File: config.mk
export PLATFORM = sky130hd
export DESIGN_NAME = hcbp_pack
export DESIGN_NICKNAME = d
export VERILOG_FILES = /design/src/hdl/hcbp_pkg.sv /design/src/hdl/hcbp_pack.sv
export SDC_FILE = /design/constraint.sdc
export NUM_CORES = 1
export LEC_CHECK = 0
export ABC_AREA = 1
export BUFFER_PORTS_ARGS = -buffer_cell sky130_fd_sc_hd__buf_2
export CORE_MARGIN = 3
export CORE_UTILIZATION = 35
export CTS_CLUSTER_DIAMETER = 60
export DETAILED_ROUTE_END_ITERATION = 8
export PLACE_DENSITY = 0.66
export SYNTH_ARGS = -nofsm -noshare
export SYNTH_HDL_FRONTEND = slang
export SYNTH_SLANG_ARGS = --single-unit
File: constraint.sdc
create_clock -name aclk -period 4.75 [get_ports aclk]
set_input_delay 0.2375 -clock aclk [delete_from_list [all_inputs] [get_ports aclk]]
set_output_delay 0.2375 -clock aclk [all_outputs]
set_load 0.01 [all_outputs]
File: src/hdl/hcbp_pkg.sv
// Shared types and constants for the Huffman code bit packer.
// No dependencies; imported by every module of the block.
package hcbp_pkg;

    // Item kinds carried on s_tuser
    localparam logic [1:0] MODE_LOAD   = 2'd0;
    localparam logic [1:0] MODE_ENCODE = 2'd1;
    localparam logic [1:0] MODE_FLUSH  = 2'd2;

    localparam int BYTE_BITS = 8;
    localparam int CODE_W    = 16;
    localparam int LEN_W     = 5;
    localparam int PEND_W    = 7;
    localparam int CNT_W     = 3;
    localparam int VB_W      = 4;
    // pending bits plus the longest code
    localparam int ACC_W     = PEND_W + CODE_W;

    // Item held in the lookup stage, ready for packing
    typedef struct packed {
        logic              valid;
        logic              is_flush;
        logic [LEN_W-1:0]  len;
        logic [CODE_W-1:0] code;
    } stage_t;

    // One result transfer
    typedef struct packed {
        logic [BYTE_BITS-1:0] out_byte;
        logic [VB_W-1:0]      valid_bits;
        logic                 last;
    } result_t;

endpackage

File: src/hdl/hcbp_pack.sv
// Bit packer: pending-bit state and byte extraction for one item.
// Depends on hcbp_pkg.
module hcbp_pack (
    input  logic                   aclk,
    input  logic                   aresetn,
    input  hcbp_pkg::stage_t       stage,
    input  logic                   fire,
    output logic [1:0]             res_count,
    output hcbp_pkg::result_t      res0,
    output hcbp_pkg::result_t      res1
);
    import hcbp_pkg::*;

    logic [PEND_W-1:0] pend_bits_reg, pend_bits_next;
    logic [CNT_W-1:0]  pend_cnt_reg, pend_cnt_next;

    logic [ACC_W-1:0]     acc;
    logic [LEN_W-1:0]     total;
    logic [LEN_W-1:0]     sh0, sh1;
    logic [BYTE_BITS-1:0] enc_byte0, enc_byte1;
    logic [1:0]           enc_count;
    logic [CNT_W-1:0]     rem;
    logic [BYTE_BITS-1:0] rem_mask;
    logic [VB_W-1:0]      flush_shift;
    logic [BYTE_BITS-1:0] flush_byte;

    // Append the code below the pending bits
    assign acc   = (ACC_W'(pend_bits_reg) << stage.len) | ACC_W'(stage.code);
    assign total = LEN_W'(pend_cnt_reg) + stage.len;
    assign sh0   = total - LEN_W'(BYTE_BITS);
    assign sh1   = total - LEN_W'(2 * BYTE_BITS);
    assign enc_byte0 = BYTE_BITS'(acc >> sh0);
    assign enc_byte1 = BYTE_BITS'(acc >> sh1);
    // total stays below 24, so bit 4 means two bytes and bit 3 one
    assign enc_count = total[4] ? 2'd2 : (total[3] ? 2'd1 : 2'd0);
    assign rem       = total[CNT_W-1:0];
    assign rem_mask  = (8'd1 << rem) - 8'd1;

    // Flush: left-justify the pending bits
    assign flush_shift = VB_W'(BYTE_BITS) - VB_W'(pend_cnt_reg);
    assign flush_byte  = (pend_cnt_reg == '0) ? '0
                         : (BYTE_BITS'(pend_bits_reg) << flush_shift);

    // Results of the item in the stage
    always_comb begin
        res0 = '0;
        res1 = '0;
        if (stage.is_flush) begin
            res_count       = 2'd1;
            res0.out_byte   = flush_byte;
            res0.valid_bits = VB_W'(pend_cnt_reg);
            res0.last       = 1'b1;
        end else begin
            res_count       = enc_count;
            res0.out_byte   = (enc_count == 2'd2) ? BYTE_BITS'(acc >> sh0) : enc_byte0;
            res0.valid_bits = VB_W'(BYTE_BITS);
            res1.out_byte   = enc_byte1;
            res1.valid_bits = VB_W'(BYTE_BITS);
        end
    end

    // Pending state update
    always_comb begin
        pend_bits_next = pend_bits_reg;
        pend_cnt_next  = pend_cnt_reg;
        if (fire) begin
            if (stage.is_flush) begin
                pend_bits_next = '0;
                pend_cnt_next  = '0;
            end else begin
                pend_bits_next = acc[PEND_W-1:0] & rem_mask[PEND_W-1:0];
                pend_cnt_next  = rem;
            end
        end
    end

    always_ff @(posedge aclk) begin
        if (!aresetn) begin
            pend_bits_reg <= '0;
            pend_cnt_reg  <= '0;
        end else begin
            pend_bits_reg <= pend_bits_next;
            pend_cnt_reg  <= pend_cnt_next;
        end
    end

    // Flush always leaves the packer empty
    a_flush_clears: assert property (@(posedge aclk) disable iff (!aresetn)
        fire && stage.is_flush |=> pend_cnt_reg == '0 && pend_bits_reg == '0)
        else $error("pending bits survive a flush");

    // Pending bits never exceed their count
    a_pend_fits: assert property (@(posedge aclk) disable iff (!aresetn)
        (PEND_W'(pend_bits_reg >> pend_cnt_reg)) == '0)
        else $error("pending bits above pending count");

endmodule

* After elaboration in Yosys (flattened, before gate mapping) *
Cells that the tools add are included.
W data, S select, Z words.

cells by class
  add/subtract/negate cells = 5
  shift-type cells = 5
  multiplexer cells = 9
  bitwise operators = 2
  reductions and logical operators = 1

operators by type and width
  cell                   number
  $shr A23 B5 Y8         2
  $mux W12               2
  $or A23 B16 Y23        1
  $shl A7 B5 Y23         1
  $mux W8                1
  $shl A7 B4 Y8          1
  $and A7 B7 Y7          1
  $mux W7                1
  $shl A1 B3 Y7 const A  1
  $sub A7 B1 Y7 const B  1
  $add A3 B5 Y5          1
  $sub A5 B4 Y5 const B  1
  $sub A5 B5 Y5 const B  1
  $mux W2                2
  $sub A4 B3 Y4 const A  1
  $logic_not A3 Y1       1
  $mux W3                1
  $mux W1                2

word-level totals
  bits in registers = 10
  bits of input ports = 26
  output and inout port bits = 28

* Depth between registers and ports, before layout *
  word-level depth = 5
  depth in mapped cells = 18
  gate-level depth less buffers = 17

* Least setup slack after synthesis *
Ideal clock, no wire load.

  kind = reg2out
  start = reg pend_cnt_reg[1]
  end = out res0[7] in the netlist's numbering
  data arrival time = 2.366 ns
  required time = 4.513 ns
  slack = 2.146 ns
  stages on the path, launching flop included = 12
  path buffers = 1
  cells stage by stage = dfxtp_1 -> ha_1 -> a21oi_1 -> o21ai_1 -> xor2_2 -> inv_2 -> clkbuf_1 -> ha_1 -> nand2_1 -> nor2_1 -> o21ai_0 -> nand3_1

RTL lines
  item                      RTL line         text
  start: declaration        hcbp_pack.sv:15  logic [CNT_W-1:0] pend_cnt_reg, pend_cnt_next;
  start signal: assignment  hcbp_pack.sv:83  pend_cnt_reg <= pend_cnt_next;
  end: declaration          hcbp_pack.sv:9   output hcbp_pkg::result_t res0,

==> impl_metrics.tcl <==
set metrics [dict create \
    outcome "finished, final reports clean" \
    drc 0 \
    rows 31 \
    hp-class "in2reg" \
    drive_gt1_share_pct 11.5 \
    fillCellCount 852 \
    holdWs_ps 310 \
    min_period_over_period_pct 81.2 \
    period_minus_slack_ps 3860 \
    yosysWarnings 0 \
    synth_area_um2 2700 \
    synthDistinctLibCells 35 \
    path_cells "ha_1 -> inv_1 -> fa_1 -> or2_1 -> a21oi_1 -> xor2_1 -> ha_1 -> nor2_1 -> nand3_1 -> nand3_1 -> buf_2" \
    dpl.hpwl_um 7630 \
    critPathArrivalTime_ps 3620 \
    setup_viol 0 \
    dieWidth_um 93.8 \
    ys_top_cells_by_area "nand3_1, nand2_1, dfxtp_1, inv_1, nand4_1" \
    dp_cells 660 \
    crit_family "simple AND/OR/NAND/NOR gates" \
    cp_num_buf_inv 2 \
    ys_async_sr_fraction_pct 0 \
    clock_power_share_pct 15.2 \
    initial_core_util_pct 36.6 \
    cts_setup_buffers 0 \
    cts_tree "done" \
    p_leak_nw 1.54 \
    drt_iter0_drc 464 \
    cp.required_ps 4510 \
    ir_drop_uv 121 \
    max-cap-violations 0 \
    routedWlPerCell_um 14.6 \
    seqPwrFrac_pct 16.8 \
    cts-htree-levels 1 \
    slew_headroom_pct 42.2 \
    multiInputGateArea_um2 2140 \
    worstSetupPathType "reg2out" \
    end_kind "output pin" \
    cts_buffers 3 \
    antenna_left 0 \
    die-area_um2 8800 \
    seq_area_um2 200 \
    crit_fanout 13 \
    core_area_um2 7370 \
    p_per_area_nw_per_um2 189 \
    path_clk_slew_ps 40 \
    dr_total_vias 3794 \
    drv_slew 0 \
    grt.total_usage_pct 21.8 \
    clockBufferDepth 2 \
    port_buffers 48 \
    finalPower_mw 0.561 \
    yosysMostFrequentCell "nand3_1" \
    n_antenna_cell 0 \
    pwr-share-comb_pct 67.9 \
    cpMaxStageDelayCell "dfxtp_1" \
    gp_congestion 0.969 \
    grt_pass1_vias 3360 \
    antenna_found_initial 0 \
    clk_latency_ps 240 \
    synthCells 540 \
    synth_common_cells "nand3_1, nand2_1, inv_1" \
    fp.dieH_um 93.8 \
    timing.final.ws_setup_ps 893 \
    syn_avg_cell_area_um2 5.00 \
    p_sw_share_pct 53.0 \
    tightest_slew_ps 867 \
    via_per_inst 5.72 \
    io_pins 54 \
    pre_cts_ws_ps 1240 \
    area_growth_pct 10.2 \
    cts.sinks 10 \
    hold_buffers 0 \
    p_switching_mw 0.297 \
    grt_pass1_wl_um 15600 \
    synth_top_cell_by_area "nand3_1" \
    hold_viol 0 \
    start_kind "flop" \
    cts-root-buf "clkbuf_8" \
    ys.flop_type "dfxtp_1" \
    nets 600 \
    critPathMaxStageDelay_ps 580 \
    cts_resized 0 \
    grt_max_degree 29 \
    ys_seq_elements 10 \
    wl_um 9690 \
    grt_overflow 0 \
    setup_tns_ps 0 \
    yosys.area.top_type_share_pct 29.7 \
    p_int_mw 0.264 \
    ys_seq_area_share_pct 7.41 \
    largest_reg_flops 7 \
    fmax_mhz 259 \
    skew_ps 5.15 \
    drt_pass1_iterations 5 \
    rsz0062_at_grt "no" \
    finalNonFillerCells 663 \
    synth-edff-count 0 \
]
==> metrics by stage <==
step                instance area [um^2]  utilization, %
floorplan                           2710               -
global placement                    2940            39.8
detailed placement                  2940            39.8
CTS                                 2980            40.4
global route                        2980            40.4
finish                              2980            40.4
==> routing by layer <==
metal | track usage, % | vias up | routed length [um]
met5 | 0 | - | 0
met4 | 7.58 | 0 | 270
met3 | 3.04 | 28 | 910
met2 | 34.2 | 222 | 4120
met1 | 30.4 | 1685 | 4390
li1 | - | 1859 | -
==> final cells by class <==
type	instances	share of cell area, %
clock buffer	3	1.39
inverter	54	6.81
multi-input combinational	445	71.8
sequential	10	6.73
tap	99	4.16
timing repair buffer	52	9.08
==> cells by family after synthesis <==
| logic type | count (synthesis) | synth area share, % |
|---|---|---|
| AOI/OAI and AO/OA | 51 | 10.7 |
| xor gates and xnor gates | 2 | 0.927 |
| adders and majority gates | 8 | 3.99 |
| buffers and inverters | 88 | 13.8 |
| DFF | 10 | 7.41 |
| muxes | 1 | 0.371 |
| other | 1 | 0.139 |
| and+or+nand+nor | 379 | 62.7 |
==> worst min-delay path, cell delays in order <==
cell	delay [ps]
buf_2	90
nor2_1	40
nor2_1	90
nor2_1	40
==> power groups by stage <==
| stage | sequential [mW] | clock, mW | combinational [mW] |
|---|---|---|---|
| 3_3_place_gp | 0.0954 | 0 | 0.369 |
| 2_1_floorplan | 0.0921 | 0 | 0.280 |
| 3_5_place_dp | 0.0956 | 0 | 0.372 |
| 5_1_grt | 0.0951 | 0.0901 | 0.427 |
| 6_report | 0.0945 | 0.0855 | 0.381 |
| 4_1_cts | 0.0941 | 0.0864 | 0.374 |
==> cell usage in the layout (no fill, tap or decap), types with 2 or more instances in the layout <==
cell	synthesis	final
a21oi_1	25	25
o21ai_0	14	14
nor2_1	32	32
ha_1	7	7
o211ai_1	3	3
nand2_1	159	159
dfxtp_1	10	10
or2_2	3	3
nand3_1	160	160
buf_4	7	4
buf_2	7	48
o2111ai_1	2	2
inv_1	46	46
inv_2	5	5
conb_1	1	4
nand4_1	21	21
clkinv_1	3	3
clkbuf_8	0	3
==> worst paths after layout <==
kind / from / slack, ps / endpoint / depth (start not counted)
worst max register to register: pend_cnt_reg[0] / 1570 / pend_bits_reg[4] / 11
worst min-delay path: fire / 310 / pend_bits_reg[3] / 4
worst max-delay path: pend_cnt_reg[0] / 890 / res0[7] / 11
worst min register to register: pend_cnt_reg[1] / 510 / pend_cnt_reg[1] / 2
Power figures use the tool's default switching activity.
