## config.mk

```make
export PLATFORM = sky130hd
export DESIGN_NAME = hcbp_outq
export DESIGN_NICKNAME = d
export VERILOG_FILES = /design/src/hdl/hcbp_pkg.sv /design/src/hdl/hcbp_outq.sv
export SDC_FILE = /design/constraint.sdc
export NUM_CORES = 1
export LEC_CHECK = 0
export ABC_CLOCK_PERIOD_IN_PS = 2190
export BUFFER_PORTS_ARGS = -buffer_cell sky130_fd_sc_hd__buf_2
export CORE_ASPECT_RATIO = 1.25
export CORE_MARGIN = 3
export CORE_UTILIZATION = 41
export DETAILED_ROUTE_END_ITERATION = 7
export PLACE_DENSITY = 0.78
export SYNTH_ARGS = -nofsm -noshare
export SYNTH_HDL_FRONTEND = slang
export SYNTH_SLANG_ARGS = --single-unit
```

## constraint.sdc

```tcl
create_clock -name aclk -period 2.19 [get_ports aclk]
set_clock_uncertainty 0.1 [all_clocks]
set_input_delay 0.219 -clock aclk [delete_from_list [all_inputs] [get_ports aclk]]
set_output_delay 0.219 -clock aclk [all_outputs]
set_load 0.02 [all_outputs]
```

## src/hdl/hcbp_pkg.sv

```systemverilog
// Shared types and constants for the Huffman code bit packer.
// No dependencies; imported by every module of the block.
package hcbp_pkg;

    // Item kinds carried on s_tuser
    localparam logic [1:0] MODE_LOAD   = 2'd0;
    localparam logic [1:0] MODE_ENCODE = 2'd1;
    localparam logic [1:0] MODE_FLUSH  = 2'd2;

    localparam int BYTE_BITS = 8;
    localparam int CODE_W    = 16;
    localparam int LEN_W     = 5;
    localparam int PEND_W    = 7;
    localparam int CNT_W     = 3;
    localparam int VB_W      = 4;
    // pending bits plus the longest code
    localparam int ACC_W     = PEND_W + CODE_W;

    // Item held in the lookup stage, ready for packing
    typedef struct packed {
        logic              valid;
        logic              is_flush;
        logic [LEN_W-1:0]  len;
        logic [CODE_W-1:0] code;
    } stage_t;

    // One result transfer
    typedef struct packed {
        logic [BYTE_BITS-1:0] out_byte;
        logic [VB_W-1:0]      valid_bits;
        logic                 last;
    } result_t;

endpackage

```

## src/hdl/hcbp_outq.sv

```systemverilog
// Two-entry result queue driving the master side.
// Depends on hcbp_pkg.
module hcbp_outq (
    input  logic              aclk,
    input  logic              aresetn,
    input  logic [1:0]        push_count,
    input  hcbp_pkg::result_t push0,
    input  hcbp_pkg::result_t push1,
    input  logic              pop,
    output logic [1:0]        occupancy,
    output hcbp_pkg::result_t head
);
    import hcbp_pkg::*;

    result_t   q0_reg, q0_next;
    result_t   q1_reg, q1_next;
    logic [1:0] occ_reg, occ_next;
    logic [1:0] occ_left;

    // Shift out the popped entry, then append new results behind the rest
    always_comb begin
        occ_left = occ_reg - {1'b0, pop};
        q0_next  = pop ? q1_reg : q0_reg;
        q1_next  = q1_reg;
        if (push_count != 2'd0) begin
            if (occ_left == 2'd0) begin
                q0_next = push0;
                q1_next = push1;
            end else begin
                q1_next = push0;
            end
        end
        occ_next = occ_left + push_count;
    end

    always_ff @(posedge aclk) begin
        q0_reg <= q0_next;
        q1_reg <= q1_next;
    end

    always_ff @(posedge aclk) begin
        if (!aresetn) begin
            occ_reg <= '0;
        end else begin
            occ_reg <= occ_next;
        end
    end

    assign occupancy = occ_reg;
    assign head      = q0_reg;

endmodule

```

After elaboration in Yosys (flattened, before gate mapping):

Index checks and enable logic that the tools add are counted.

* add/subtract/negate cells: 2
* multiplexer cells: 4
* reductions and logical operators: 2

Operators with widths (number)
* $mux W13: 4
* $add A2 B2 Y2: 1
* $logic_not A2 Y1: 1
* $reduce_bool A2 Y1: 1
* $sub A2 B1 Y2: 1

* bits in registers: 28
* bits of input ports: 31
* output and inout bits: 15
* word-level logic and storage cells: 15

Longest topological paths before layout:

Gate-level depths: netlist of run 1.

* depth in word-level cells: 4
* mapped depth: 7
* gate-level depth less buffers: 7

Worst setup path before layout of run 1:

OpenSTA, ideal clock, no wires.

* path kind: register to register
* start point: reg occ_reg[0], in the netlist occupancy[0]
* end point: reg q1_reg[10] in the netlist's numbering, data pin
* setup time: 0.260 ns
* arrival time: 1.459 ns
* data required time: 1.830 ns
* setup slack: 0.372 ns
* stages on the path, launching flop included: 6
* path buffers: 1
* period minus slack after synthesis: 1.818 ns
* path through: dfxtp_1 -> inv_1 -> ha_1 -> nand2b_4 -> buf_2 -> mux2_2

* longest elaborated chain between the ends: 3

Ends and longest elaborated chain
* start, declared: line hcbp_outq.sv:17 `logic [1:0] occ_reg, occ_next;`
* start signal, assigned: line hcbp_outq.sv:45 `occ_reg <= occ_next;`
* $sub A2 B1 Y2: line hcbp_outq.sv:22 `occ_left = occ_reg - {1'b0, pop};`
* $logic_not A2 Y1: line hcbp_outq.sv:26 `if (occ_left == 2'd0) begin`
* $mux W13: line hcbp_outq.sv:26
* end signal, assigned: line hcbp_outq.sv:38 `q1_reg <= q1_next;`
* end, declared: line hcbp_outq.sv:16 `result_t q1_reg, q1_next;`

Every way passes these cells.
A chain may end at the register's enable or synchronous reset.

==> impl_summary.md, run 1 <==
Die
The boundary pin count is 46. In this run the standard cell core region covers approximately 0.003 sq mm. In this run the core area contains 22 standard-cell rows.

The die boundary width is 56.5 microns. The height of the die is 69.1 microns. The floorplan step defined a die boundary enclosing approximately 0.0039 sq mm.

For this configuration, the core starts out at a cell density of 0.435.

Place
The routability congestion estimate is 0.784. OpenSTA, run right after detailed placement, puts the worst setup slack at around 0.42 ns. The count of input and output buffers is 45.

Detailed placement ended at an HPWL of 1880 microns. Summing all placed instances gives a cell area of 0.00157 sq mm.

Outcome
The flow ran to the end, and the final reports show no timing, DRC or antenna violations.

Synth
The cell count after synthesis is 82. The share of the yosys chip area belonging to registers is 0.529. The number of nets in the synthesized netlist is 115. The mean instance size in the synthesized netlist is 15.9 sq um. Summing every instance area after synthesis gives 0.00131 sq mm. The number of synthesized register bits is 28. The Yosys step of the flow raised 0 warnings. The number of distinct standard cells referenced by the synthesized netlist is 14.

Finish
In the final layout, flip-flops and latches occupy 691 sq um. With fillers left out, the area of the finished cells amounts to 0.00163 sq mm. 0 antenna diodes ended up in the layout. The number of nets in the final layout is 166. The most common library cell in the layout ignoring fill and taps is sky130_fd_sc_hd__buf_2. The filler cells instantiated in the layout total 286. The area overhead of the layout relative to synthesis is 24.9%. In the final layout, the share of cells above drive strength 1 is 0.712. Summing all multi-input logic gate instances after layout gives 577 sq um. The top cell types in the final layout, fill and taps aside, are 45 x sky130_fd_sc_hd__buf_2, 29 x sky130_fd_sc_hd__mux2_2, 15 x sky130_fd_sc_hd__dfxtp_1.

Critical path
For this run, the slowest stage of the critical path takes 0.36 ns. On the critical path, the stage with the largest delay is an instance of sky130_fd_sc_hd__dfxtp_1. The critical path goes through inv_1 > ha_1 > nand2b_4 > nor2b_4 > buf_4 > mux2_2.

The arrival time of the worst setup path is 1.92 ns. The startpoint identified for the worst register-to-register timing path is occupancy[0]. The maximum fanout along the worst path is 14. The kind of end point of the critical path is a flip-flop. Data on the critical path is required at its endpoint by 2.32 ns.

In this run the worst setup path begins at occupancy[0]. The critical path startpoint category is a flip-flop. The kind of critical path is reg -> reg.

Timing
The worst path needs roughly 1.8 ns of the cycle, external delays included. Setup repair after global routing left no endpoint under its margin. The final max-slew violation count is 0. The setup TNS is 0 ns. The least setup slack across all paths after layout is 0.400 ns. Dividing the final minimum period by the clock period gives 0.817. The number of hold violations in the final report is 0. The setup violation total in the final timing report is 0. At the pin with the least slew margin, the transition time is approximately 0.23 ns. The worst relative slew slack is 0.847. For this run, the top clock speed supported by timing is 559 MHz.

Global routing
Entering global routing, the biggest net connects 17 pins. The global-route total usage across every layer is 0.138. The sum of overflow across all layers after global routing is 0. The via count of the first global-routing pass is 906. The initial antenna violation count came to 0. The first global-routing pass estimated 4280 microns of wire.

Drt
After detailed routing, the average wire length per cell comes to 14.4 microns. The detailed-route vias per instance is 4.94. Summed over all nets, wire length on met3 after detailed routing comes to about 170 microns. The violation count after the first detailed-routing iteration is 16. The routed design has 2410 microns of wire.

Wire segments on met2 add up to 1220 microns in the final route. The wire length on met1 is 997 microns. In this run the remaining antenna-violating nets after routing total 0. The first detailed-routing pass took 4 iterations. The highest metal layer used by the detailed router is met4. The detailed-route via count is 830. The residual DRC count is 0.

Power and ir drop
The internal power contribution is 1.25 mW. The maximum resistive drop on vdd is 0.000610 V. The share of total power dissipated in sequential elements is 0.429.

The switching power is 526 uW. The clock share of power is 0.191. Of the total power, combinational logic draws 0.380. The power per standard cell area is 1090 mW/mm^2.

The switching share of power is 0.296. The leakage power figure is ~0.73 nW.

CTS
The root buffer cell is sky130_fd_sc_hd__clkbuf_4. TritonCTS built the clock tree. The tree built by TritonCTS fans out to 28 sinks. The worst-skew pair later-pin latency is around 0.33 ns. TritonCTS created 3 clock buffers. In this run, post-CTS repair resized a total of 0 instances. The deepest level of the CTS H-tree is 1.

The maximum buffer depth of the clock tree is 2. After clock tree synthesis, the clock-pin slew on the worst setup and hold paths is roughly 0.16 ns.

Min path
In this run the most critical hold path is launched from push0[2]. The worst hold path belongs to the class in -> reg.

Job
Max-cap violations in this run came to 0.
## cell families (layout without fill, tap and decap cells)
| logic type | Yosys count | after routing | synth area share |
|---|---|---|---|
| adder cells (fa/ha/maj) | 2 | 2 | 0.0192 |
| XOR/XNOR | 3 | 3 | 0.0201 |
| flip-flops | 28 | 28 | 0.529 |
| AND/OR/NAND/NOR | 5 | 5 | 0.0374 |
| multiplexers | 39 | 39 | 0.365 |
| buffers and inverters | 5 | 55 | 0.0288 |
## through the flow
step,util,power (mW),std cells,hold slack [ns]
final,0.543,1.78,168,0.00871
after global routing,0.543,1.88,168,0.00317
after CTS,0.543,1.79,168,0.00951
after detailed placement,0.523,1.46,163,0.350
after global placement,0.523,1.43,163,0.337
after floorplan,-,1.28,82,0.241
## routing by layer
metal,vias up,track usage
li1,399,-
met1,396,0.172
met2,31,0.233
met3,4,0.0337
met4,0,0.0396
met5,-,0
## worst paths after layout
path | to | slack [ns] | cells after the start
max reg2reg | head[12] | 0.40 | 6
min | head[2] | 0.009 | 2
min reg2reg | head[1] | 0.52 | 2
max | head[12] | 0.40 | 6
## power by group through the flow
stage / combinational, mW / clock (mW) / sequential, mW
after CTS: 0.687 / 0.344 / 0.765
after floorplan: 0.392 / 0 / 0.886
after global routing: 0.731 / 0.365 / 0.780
after detailed placement: 0.683 / 0 / 0.777
after global placement: 0.661 / 0 / 0.768
final: 0.676 / 0.340 / 0.763
## cell usage after synthesis, drive strengths merged
library cell  instances  area [sq um]
xor2                  1          8.76
nand2b                1          13.8
nor2b                 1          13.8
or2                   1          8.76
ha                    2          25.0
dfxtp                15           300
and2                  2          12.5
edfxtp               13           390
mux2                 39           477
inv                   2          7.51
buf                   3          30.0
xnor2                 2          17.5
## what timing repair did
item / 4_1_cts / 5_1_grt
hold endpoints to repair: 1 / 0
setup buffers: 0 / 0
hold buffers: 1 / 0
## worst max-delay path: cells and delay by family (launching register included)
kind	cells	cell delay, ns
DFF	1	0.36
muxes	1	0.35
adders and majority gates	1	0.32
and+or+nand+nor	2	0.31
buffers and inverters	2	0.24
## cell type report
type                       count  share of cell area
sequential                    28               0.424
multi-input combinational     49               0.354
timing repair buffer          49               0.158
tap                           36              0.0276
clock inverter                 1              0.0184
clock buffer                   3              0.0138
inverter                       2             0.00460
Note: power is estimated with default switching activity, not from simulation.
==> inputs of run 2 (changes only) <==
ABC_AREA = 1   (was not set)
ABC_CLOCK_PERIOD_IN_PS = 1780   (was 2190)
PLACE_DENSITY = 0.77   (was 0.78)
clock period = 1.78 ns   (was 2.19 ns; I/O delays follow)
==> run 2 against run 1 <==
Die area up 6.1%. Largest power group unchanged. Combinational power down 7.2%. Fmax up 10%. Cell area up 3.6%. Largest cell class unchanged. Global-route usage down 1.8 points.
==> impl_summary.md, run 2 <==
Outcome
The flow ran to the end, and the final reports show no timing, DRC or antenna violations.

Finish
The area overhead of the layout relative to synthesis is 21.2%. The number of nets in the final layout is 246 (+48%). The layout cell share with drive strength beyond 1 was 0.316 (-0.396). In the layout the commonest cells are 54 x sky130_fd_sc_hd__nand2_1, 45 x sky130_fd_sc_hd__buf_2, 34 x sky130_fd_sc_hd__inv_1. The antenna diode instance count is 0 (unchanged). The layout filler cell count is 322 (+13%). The library cell used most frequently in the layout, excluding fill and tap cells, is sky130_fd_sc_hd__nand2_1. The final design area excluding fillers is 0.00169 sq mm (+3.6%).

Job
The number of max-capacitance violations reported is 0 (unchanged).

Timing
The post-route minimum period came to 1.63 ns (-0.164 ns). The part of the cycle the worst path needs is 0.913 (+0.0961). The setup violation total in the final timing report is 0 (unchanged). The fmax came to 615 MHz (+10%). The final max-slew violation count is 0 (unchanged). The measured slew at the worst slew-check pin is 0.421 ns (+0.191 ns). The least setup slack across all paths after layout came to 0.154 ns (-0.246 ns). The setup TNS is 0 ns (unchanged). Setup repair after global routing left no endpoint under its margin. The worst relative slew slack is 0.719 (-0.128).

The number of hold violations in the final report is 0 (unchanged).

Synth
The cell taking the most area after synthesis is sky130_fd_sc_hd__edfxtp_1. The mean instance size in the synthesized netlist is 8.30 sq um (-48%). The number of synthesized register bits is 28 (unchanged). The number of synthesized flops with an enable pin was 13 (unchanged). sky130_fd_sc_hd__nand2_1 is the most common cell in the netlist. After synthesis, the most frequently instantiated cells are 54 x sky130_fd_sc_hd__nand2_1, 34 x sky130_fd_sc_hd__inv_1, 26 x sky130_fd_sc_hd__o21ai_0. The share of the yosys chip area belonging to registers is 0.496 (-0.0337).

The number of distinct standard cells referenced by the synthesized netlist is 15 (+1). The share of Yosys cell area claimed by the top area cell type is 0.280 (-0.0191). The most used flip-flop cell after synthesis is sky130_fd_sc_hd__dfxtp_1. The cell count after synthesis is 168 (+100%). The fraction of synthesis flops using an asynchronous set or reset pin came to 0 (unchanged). By area the synthesized netlist is led by sky130_fd_sc_hd__edfxtp_1 28%, sky130_fd_sc_hd__dfxtp_1 22%, sky130_fd_sc_hd__nand2_1 15%. The net count after synthesis came to 201 (+75%). The synthesized cell area is 0.00139 sq mm (+6.8%). The count of warnings emitted by yosys is 0 (unchanged).

Global routing
The first-pass GRT wire length is 3860 microns (-9.8%). The pin count of the biggest net entering global routing is 28 (+11). The initial antenna violation count is 0 (unchanged).

The via count of the first global-routing pass was 946 (+4.4%). The global-route total usage across every layer was 0.119 (-0.0184). The sum of overflow across all layers after global routing is 0 (unchanged).

Drt
The detailed-route vias per instance was 4.47 (-9.5%). The total wire length after detailed routing came to 2530 microns (+4.8%). The detailed-route via count is 1113 (+34%). The detailed-routing iteration count for the pre-antenna-repair pass came to 4 (unchanged).

The residual DRC count is 0 (unchanged). The average detailed-routed wire length per instance came to 10.2 microns (-29%). The violation count after the first detailed-routing iteration is 27 (+11). The number of nets still failing antenna checks after routing is 0 (unchanged).

CTS
The number of gates given a new drive strength after cts is 0 (unchanged). The number of buffers added by the clock tree synthesis step is 3 (unchanged). The number of clock sinks is 28 (unchanged).

The deepest level of the CTS H-tree is 1 (unchanged). The worst-skew pair later-pin latency is 0.27 ns (-0.06 ns). The number of setup buffers added after CTS is 0 (unchanged). TritonCTS built the clock tree. The clock transition at the register clock pins on the worst setup and hold paths after CTS is 0.09 ns (-0.07 ns).

The post-cts hold buffer count is 0 (-1). The maximum buffer depth of the clock tree was 2 (unchanged). In this run the clock root is driven by a sky130_fd_sc_hd__clkbuf_8.

Critical path
The count of buffer and inverter cells on the critical path came to 3 (+1). Walking the worst path, the cells encountered are inv_1 > ha_1 > inv_1 > ha_1 > inv_1 > nand2_1 > nand2_1 > nand2_1 > a21oi_1. The kind of end point of the critical path is a flip-flop. The data required time of the critical path came to 1.85 ns (-0.47 ns).

The worst-path cell with the longest stage delay is sky130_fd_sc_hd__dfxtp_1. The critical path startpoint category is a flip-flop. In this run the critical register-to-register path is launched from occupancy[0]. The register-to-register setup slack is 0.15 ns (-0.25 ns). On the critical path the largest part of the delay comes from adder cells. The delay of the slowest cell on the worst path is 0.35 ns (about the same). The number of cells on the critical path was 9 (+3). The endpoint identified for the worst register-to-register timing path is occupancy[1]. The maximum fanout along the worst path is 3 (-11). The path depth of the worst reg2reg path is 9 (+3). The critical path is of the reg -> reg type. The arrival time of the worst setup path is 1.70 ns (-0.22 ns).

Power and ir drop
The leakage power figure was 0.865 nW (+18%). The maximum resistive drop on vdd is 0.000574 V (-6.0%). The power per standard cell area is 1130 mW/mm^2 (+3.9%).

Place
The instance area after placement is 0.00162 sq mm (+3.5%). The count of input and output buffers is 45 (unchanged). The worst setup timing slack at the placement stage is 0.158 ns (-0.265 ns). The half-perimeter wire length after placement is 1760 microns (-5.9%). The routability congestion estimate is 0.799 (+1.9%).

Die
The standard cell core area is 0.00322 sq mm (+7.4%). The height of the die is 71.2 microns (+3.1%). The number of placement rows was 23 (+4.5%).

The starting density of the core was 0.432 (-0.00249). The die area is 0.00414 sq mm (+6.1%). The die boundary width is 58.2 microns (+3.0%). The boundary pin count is 46 (unchanged).

Min path
The count of cells along the worst hold path came to 3 (+1). The worst min-delay path startpoint is aresetn. The endpoint with the worst hold slack is occupancy[0]. The class of the tightest hold or removal check is in -> reg.
==> run 2: changes by cell type in the layout (fill, tap and decap cells not counted), sizes merged, moves of 2 or more <==
| cell | delta |
|---|---|
| nand2 | +55 |
| mux2 | -39 |
| o21ai | +39 |
| inv | +32 |
| and2 | -2 |
| buf | -2 |
| nor2 | +2 |
| xnor2 | -2 |
==> run 2: routing by layer <==
metal  up-vias  part of all wire  GRT usage
met5         -                 0          0
met4         0            0.0067     0.0541
met3         2             0.054     0.0255
met2        25              0.53      0.214
met1       476              0.41      0.132
li1        610                 -          -
==> run 2: power breakdown <==
part | internal [mW] | switching, mW
clock network | 0.198 | 0.188
registers | 0.840 | 0.0627
logic | 0.226 | 0.400
==> run 2: cell type report <==
type,instances,area [sq um],share of cell area
multi-input combinational,100,537,0.318
clock buffer,4,55.1,0.0326
timing repair buffer,46,233,0.138
inverter,34,128,0.0756
tap,37,46.3,0.0274
sequential,28,691,0.409
==> run 2: cell families (layout without fill, tap and decap cells) <==
| logic type | Yosys count | after routing | synth area share |
|---|---|---|---|
| AOI/OAI and AO/OA | 40 | 40 | 0.179 |
| buffers and inverters | 41 | 84 | 0.127 |
| DFF | 28 | 28 | 0.496 |
| adders and majority gates | 2 | 2 | 0.0180 |
| and+or+nand+nor | 57 | 58 | 0.180 |
==> run 2: metrics by stage <==
| stage | std cells | hold WS (ns) | power (mW) | utilization |
|---|---|---|---|---|
| 3_5_place_dp | 244 | 0.293 | 1.53 | 0.503 |
| 2_1_floorplan | 168 | 0.176 | 1.38 | - |
| 4_1_cts | 248 | 0.00773 | 1.91 | 0.521 |
| 6_report | 249 | 0.0110 | 1.91 | 0.524 |
| 3_3_place_gp | 244 | 0.281 | 1.52 | 0.503 |
| 5_1_grt | 249 | 0.0267 | 2.04 | 0.524 |
==> run 2: tightest hold or removal path, cell delays in order <==
cell                      delay (ns)
sky130_fd_sc_hd__buf_2          0.09
sky130_fd_sc_hd__nand2_1        0.05
sky130_fd_sc_hd__inv_1          0.04
==> run 2: worst max path at each step <==
| stage | end | from |
|---|---|---|
| 2_1_floorplan | q1_reg[10] | occupancy[0] |
| 3_3_place_gp | head[6] | occupancy[0] |
| 3_5_place_dp | head[0] | occupancy[0] |
| 4_1_cts | head[9] | occupancy[0] |
| 5_1_grt | head[12] | occupancy[0] |
| 6_report | occupancy[1] | occupancy[0] |
==> inputs of run 3 (changes only) <==
CTS_BUF_LIST = sky130_fd_sc_hd__clkbuf_4   (was not set)
==> run 3 against run 2 <==
The run now ends with hold timing left. Clock power decreased by 31%. Die area is the same. Combinational power rose by 2%. Fmax fell by 1.1%. Via count is 3.4% higher. Largest power group unchanged. Critical path depth is the same. Sequential share of layout area is 0.98 points lower. Critical endpoint unchanged. Utilization up 1.3 points. Total power decreased by 5.6%. Global-route usage grew 0.52 points. Hold slack worse by 0.013 ns. Register-to-register slack worse by 0.02 ns.
==> impl_summary.md, run 3 (synthesized netlist as in run 2, its figures left out) <==
Timing
Setup repair after global routing left no endpoint under its margin. The measured slew at the worst slew-check pin was 0.409 ns (-0.0117 ns). The worst relative slew slack is 0.727 (+0.00783). The tightest hold margin came to -0.00156 ns (-0.0126 ns). The fmax is 609 MHz (-1.1%). The setup violation total in the final timing report is 0 (unchanged). The least setup slack across all paths after layout came to 0.137 ns (-0.0173 ns). The final max-slew violation count is 0 (unchanged).

The setup TNS is 0 ns (unchanged). The post-route minimum period is 1.64 ns (+0.0173 ns). The number of hold violations in the final report came to 1 (+1). The part of the cycle the worst path needs is 0.923 (+0.00974).

Outcome
The run finished, with violations left. The checks that failed: hold timing.

Min path
The worst hold path belongs to the class in -> reg.

Global routing
The met2 track demand over resource in global routing was 0.221 (+0.00754). The first-pass GRT wire length was 4020 microns (+4.1%). The met1 global-route usage was 0.134 (+0.00231). The met3 demand-to-capacity share in global routing was 0.0255 (unchanged).

The global-route total usage across every layer is 0.125 (+0.00524). The sum of overflow across all layers after global routing is 0 (unchanged). The pin count of the biggest net entering global routing is 28 (unchanged). The most heavily used metal layer in global routing is met2.

The initial antenna violation count was 0 (unchanged). The via count of the first global-routing pass is 998 (+5.5%).

Drt
The average detailed-routed wire length per instance is 10.3 microns (+1.5%). The detailed-route via count is 1151 (+3.4%). The detailed-routing iteration count for the pre-antenna-repair pass was 4 (unchanged). The number of nets still failing antenna checks after routing is 0 (unchanged). The detailed-route vias per instance is 4.50 (+0.59%). The total wire length after detailed routing is 2640 microns (+4.3%). The violation count after the first detailed-routing iteration is 30 (+11%).

The residual DRC count came to 0 (unchanged).

CTS
The deepest level of the CTS H-tree is 1 (unchanged). The worst-skew pair later-pin latency was 0.33 ns (+0.06 ns). The tree is rooted in a sky130_fd_sc_hd__clkbuf_4. The number of setup buffers added after CTS was 0 (unchanged). TritonCTS built the clock tree. The number of gates given a new drive strength after cts is 0 (unchanged). The maximum buffer depth of the clock tree is 2 (unchanged). The number of clock sinks was 28 (unchanged). The number of buffers added by the clock tree synthesis step came to 3 (unchanged). The clock transition at the register clock pins on the worst setup and hold paths after CTS was 0.14 ns (+0.05 ns).

Finish
The footprint of the multi-input gates is 537 sq um (unchanged). The top cell types in the final layout, fill and taps aside, are 54 x sky130_fd_sc_hd__nand2_1, 45 x sky130_fd_sc_hd__buf_2, 34 x sky130_fd_sc_hd__inv_1. The most common library cell in the layout ignoring fill and taps is sky130_fd_sc_hd__nand2_1.

The antenna diode instance count was 0 (unchanged). The number of nets in the final layout came to 253 (+2.8%). The layout cell share with drive strength beyond 1 is 0.301 (-0.0147). The area overhead of the layout relative to synthesis is 24.1%. The flip-flop and latch area is 691 sq um (unchanged). The post-layout instance count excluding filler cells came to 256 (+2.8%). The final design area excluding fillers was 0.00173 sq mm (+2.4%). The layout filler cell count is 310 (-3.7%). The utilization after layout is 0.537 (+0.0128).

Critical path
The slowest stage of the critical path is the sky130_fd_sc_hd__dfxtp_1 cell. The arrival time of the worst setup path was 1.79 ns (+0.09 ns). The critical path startpoint category is a flip-flop. The delay of the slowest cell on the worst path is 0.37 ns (+0.02 ns). Walking the worst path, the cells encountered are inv_1 > ha_1 > inv_1 > ha_1 > inv_1 > nand2_1 > nand2_1 > nand2_1 > a21oi_1.

The count of buffer and inverter cells on the critical path came to 3 (unchanged). The data required time of the critical path was 1.92 ns (+0.07 ns). By startpoint and endpoint, the worst setup path is classified as reg -> reg. The maximum fanout along the worst path is 3 (unchanged).

The kind of end point of the critical path is a flip-flop. The critical path's top delay family is adder cells.

Die
The number of placement rows was 23 (unchanged). The starting density of the core is 0.432 (unchanged). The die area is 0.00414 sq mm (unchanged). The standard cell core area was 0.00322 sq mm (unchanged). The die boundary width is 58.2 microns (unchanged). The boundary pin count is 46 (unchanged).

The height of the die is 71.2 microns (unchanged).

Power and ir drop
The power per standard cell area is 1040 mW/mm^2 (-7.9%). The total power is 1.81 mW (-5.6%). The leakage power figure was 0.881 nW (+1.8%). The maximum resistive drop on vdd is 0.000546 V (-4.8%).

Place
The half-perimeter wire length after placement is 1760 microns (unchanged). The placed cell count is 244 (unchanged). The instance area after placement came to 0.00162 sq mm (unchanged).

The count of input and output buffers is 45 (unchanged). The worst setup timing slack at the placement stage was 0.158 ns (unchanged). The routability congestion estimate was 0.799 (unchanged).

Job
The number of max-capacitance violations reported is 0 (unchanged).
-- run 3: layer usage --
| layer | share of wire | wire length [microns] |
|---|---|---|
| met4 | 0.029 | 76 |
| met1 | 0.41 | 1090 |
| met2 | 0.51 | 1340 |
| met3 | 0.053 | 139 |
| met5 | 0 | 0 |
-- run 3: cell type report --
type | instances | area share
multi-input combinational | 100 | 0.310
inverter | 34 | 0.0738
sequential | 28 | 0.399
timing repair buffer | 53 | 0.175
clock buffer | 3 | 0.0130
tap | 37 | 0.0268
clock inverter | 1 | 0.00217
-- run 3: where the power goes --
group | leakage (nW) | total, mW | switching [mW] | internal, mW
sequential | 0.261 | 0.902 | 0.0631 | 0.839
clock | 0.0154 | 0.265 | 0.183 | 0.0824
combinational | 0.604 | 0.639 | 0.403 | 0.236
total | 0.881 | 1.81 | 0.649 | 1.16
-- run 3: tightest hold or removal path, cell delays in order --
cell and delay [ns]:
sky130_fd_sc_hd__buf_2 0.07, sky130_fd_sc_hd__inv_1 0.05, sky130_fd_sc_hd__o21ai_2 0.11
-- run 3: timing repair --
action	CTS	global route
endpoints found under the hold margin	7	1
setup endpoints to repair	0	2
hold buffers	6	1
-- run 3: final timing paths --
kind / start / slack, ns / to / cells past startpoint
setup reg to reg: occupancy[0] / 0.14 / occupancy[1] / 9
setup / recovery: occupancy[0] / 0.14 / occupancy[1] / 9
hold reg to reg: q1_reg[6] / 0.48 / head[6] / 4
hold / removal: push0[9] / -0.002 / head[9] / 3
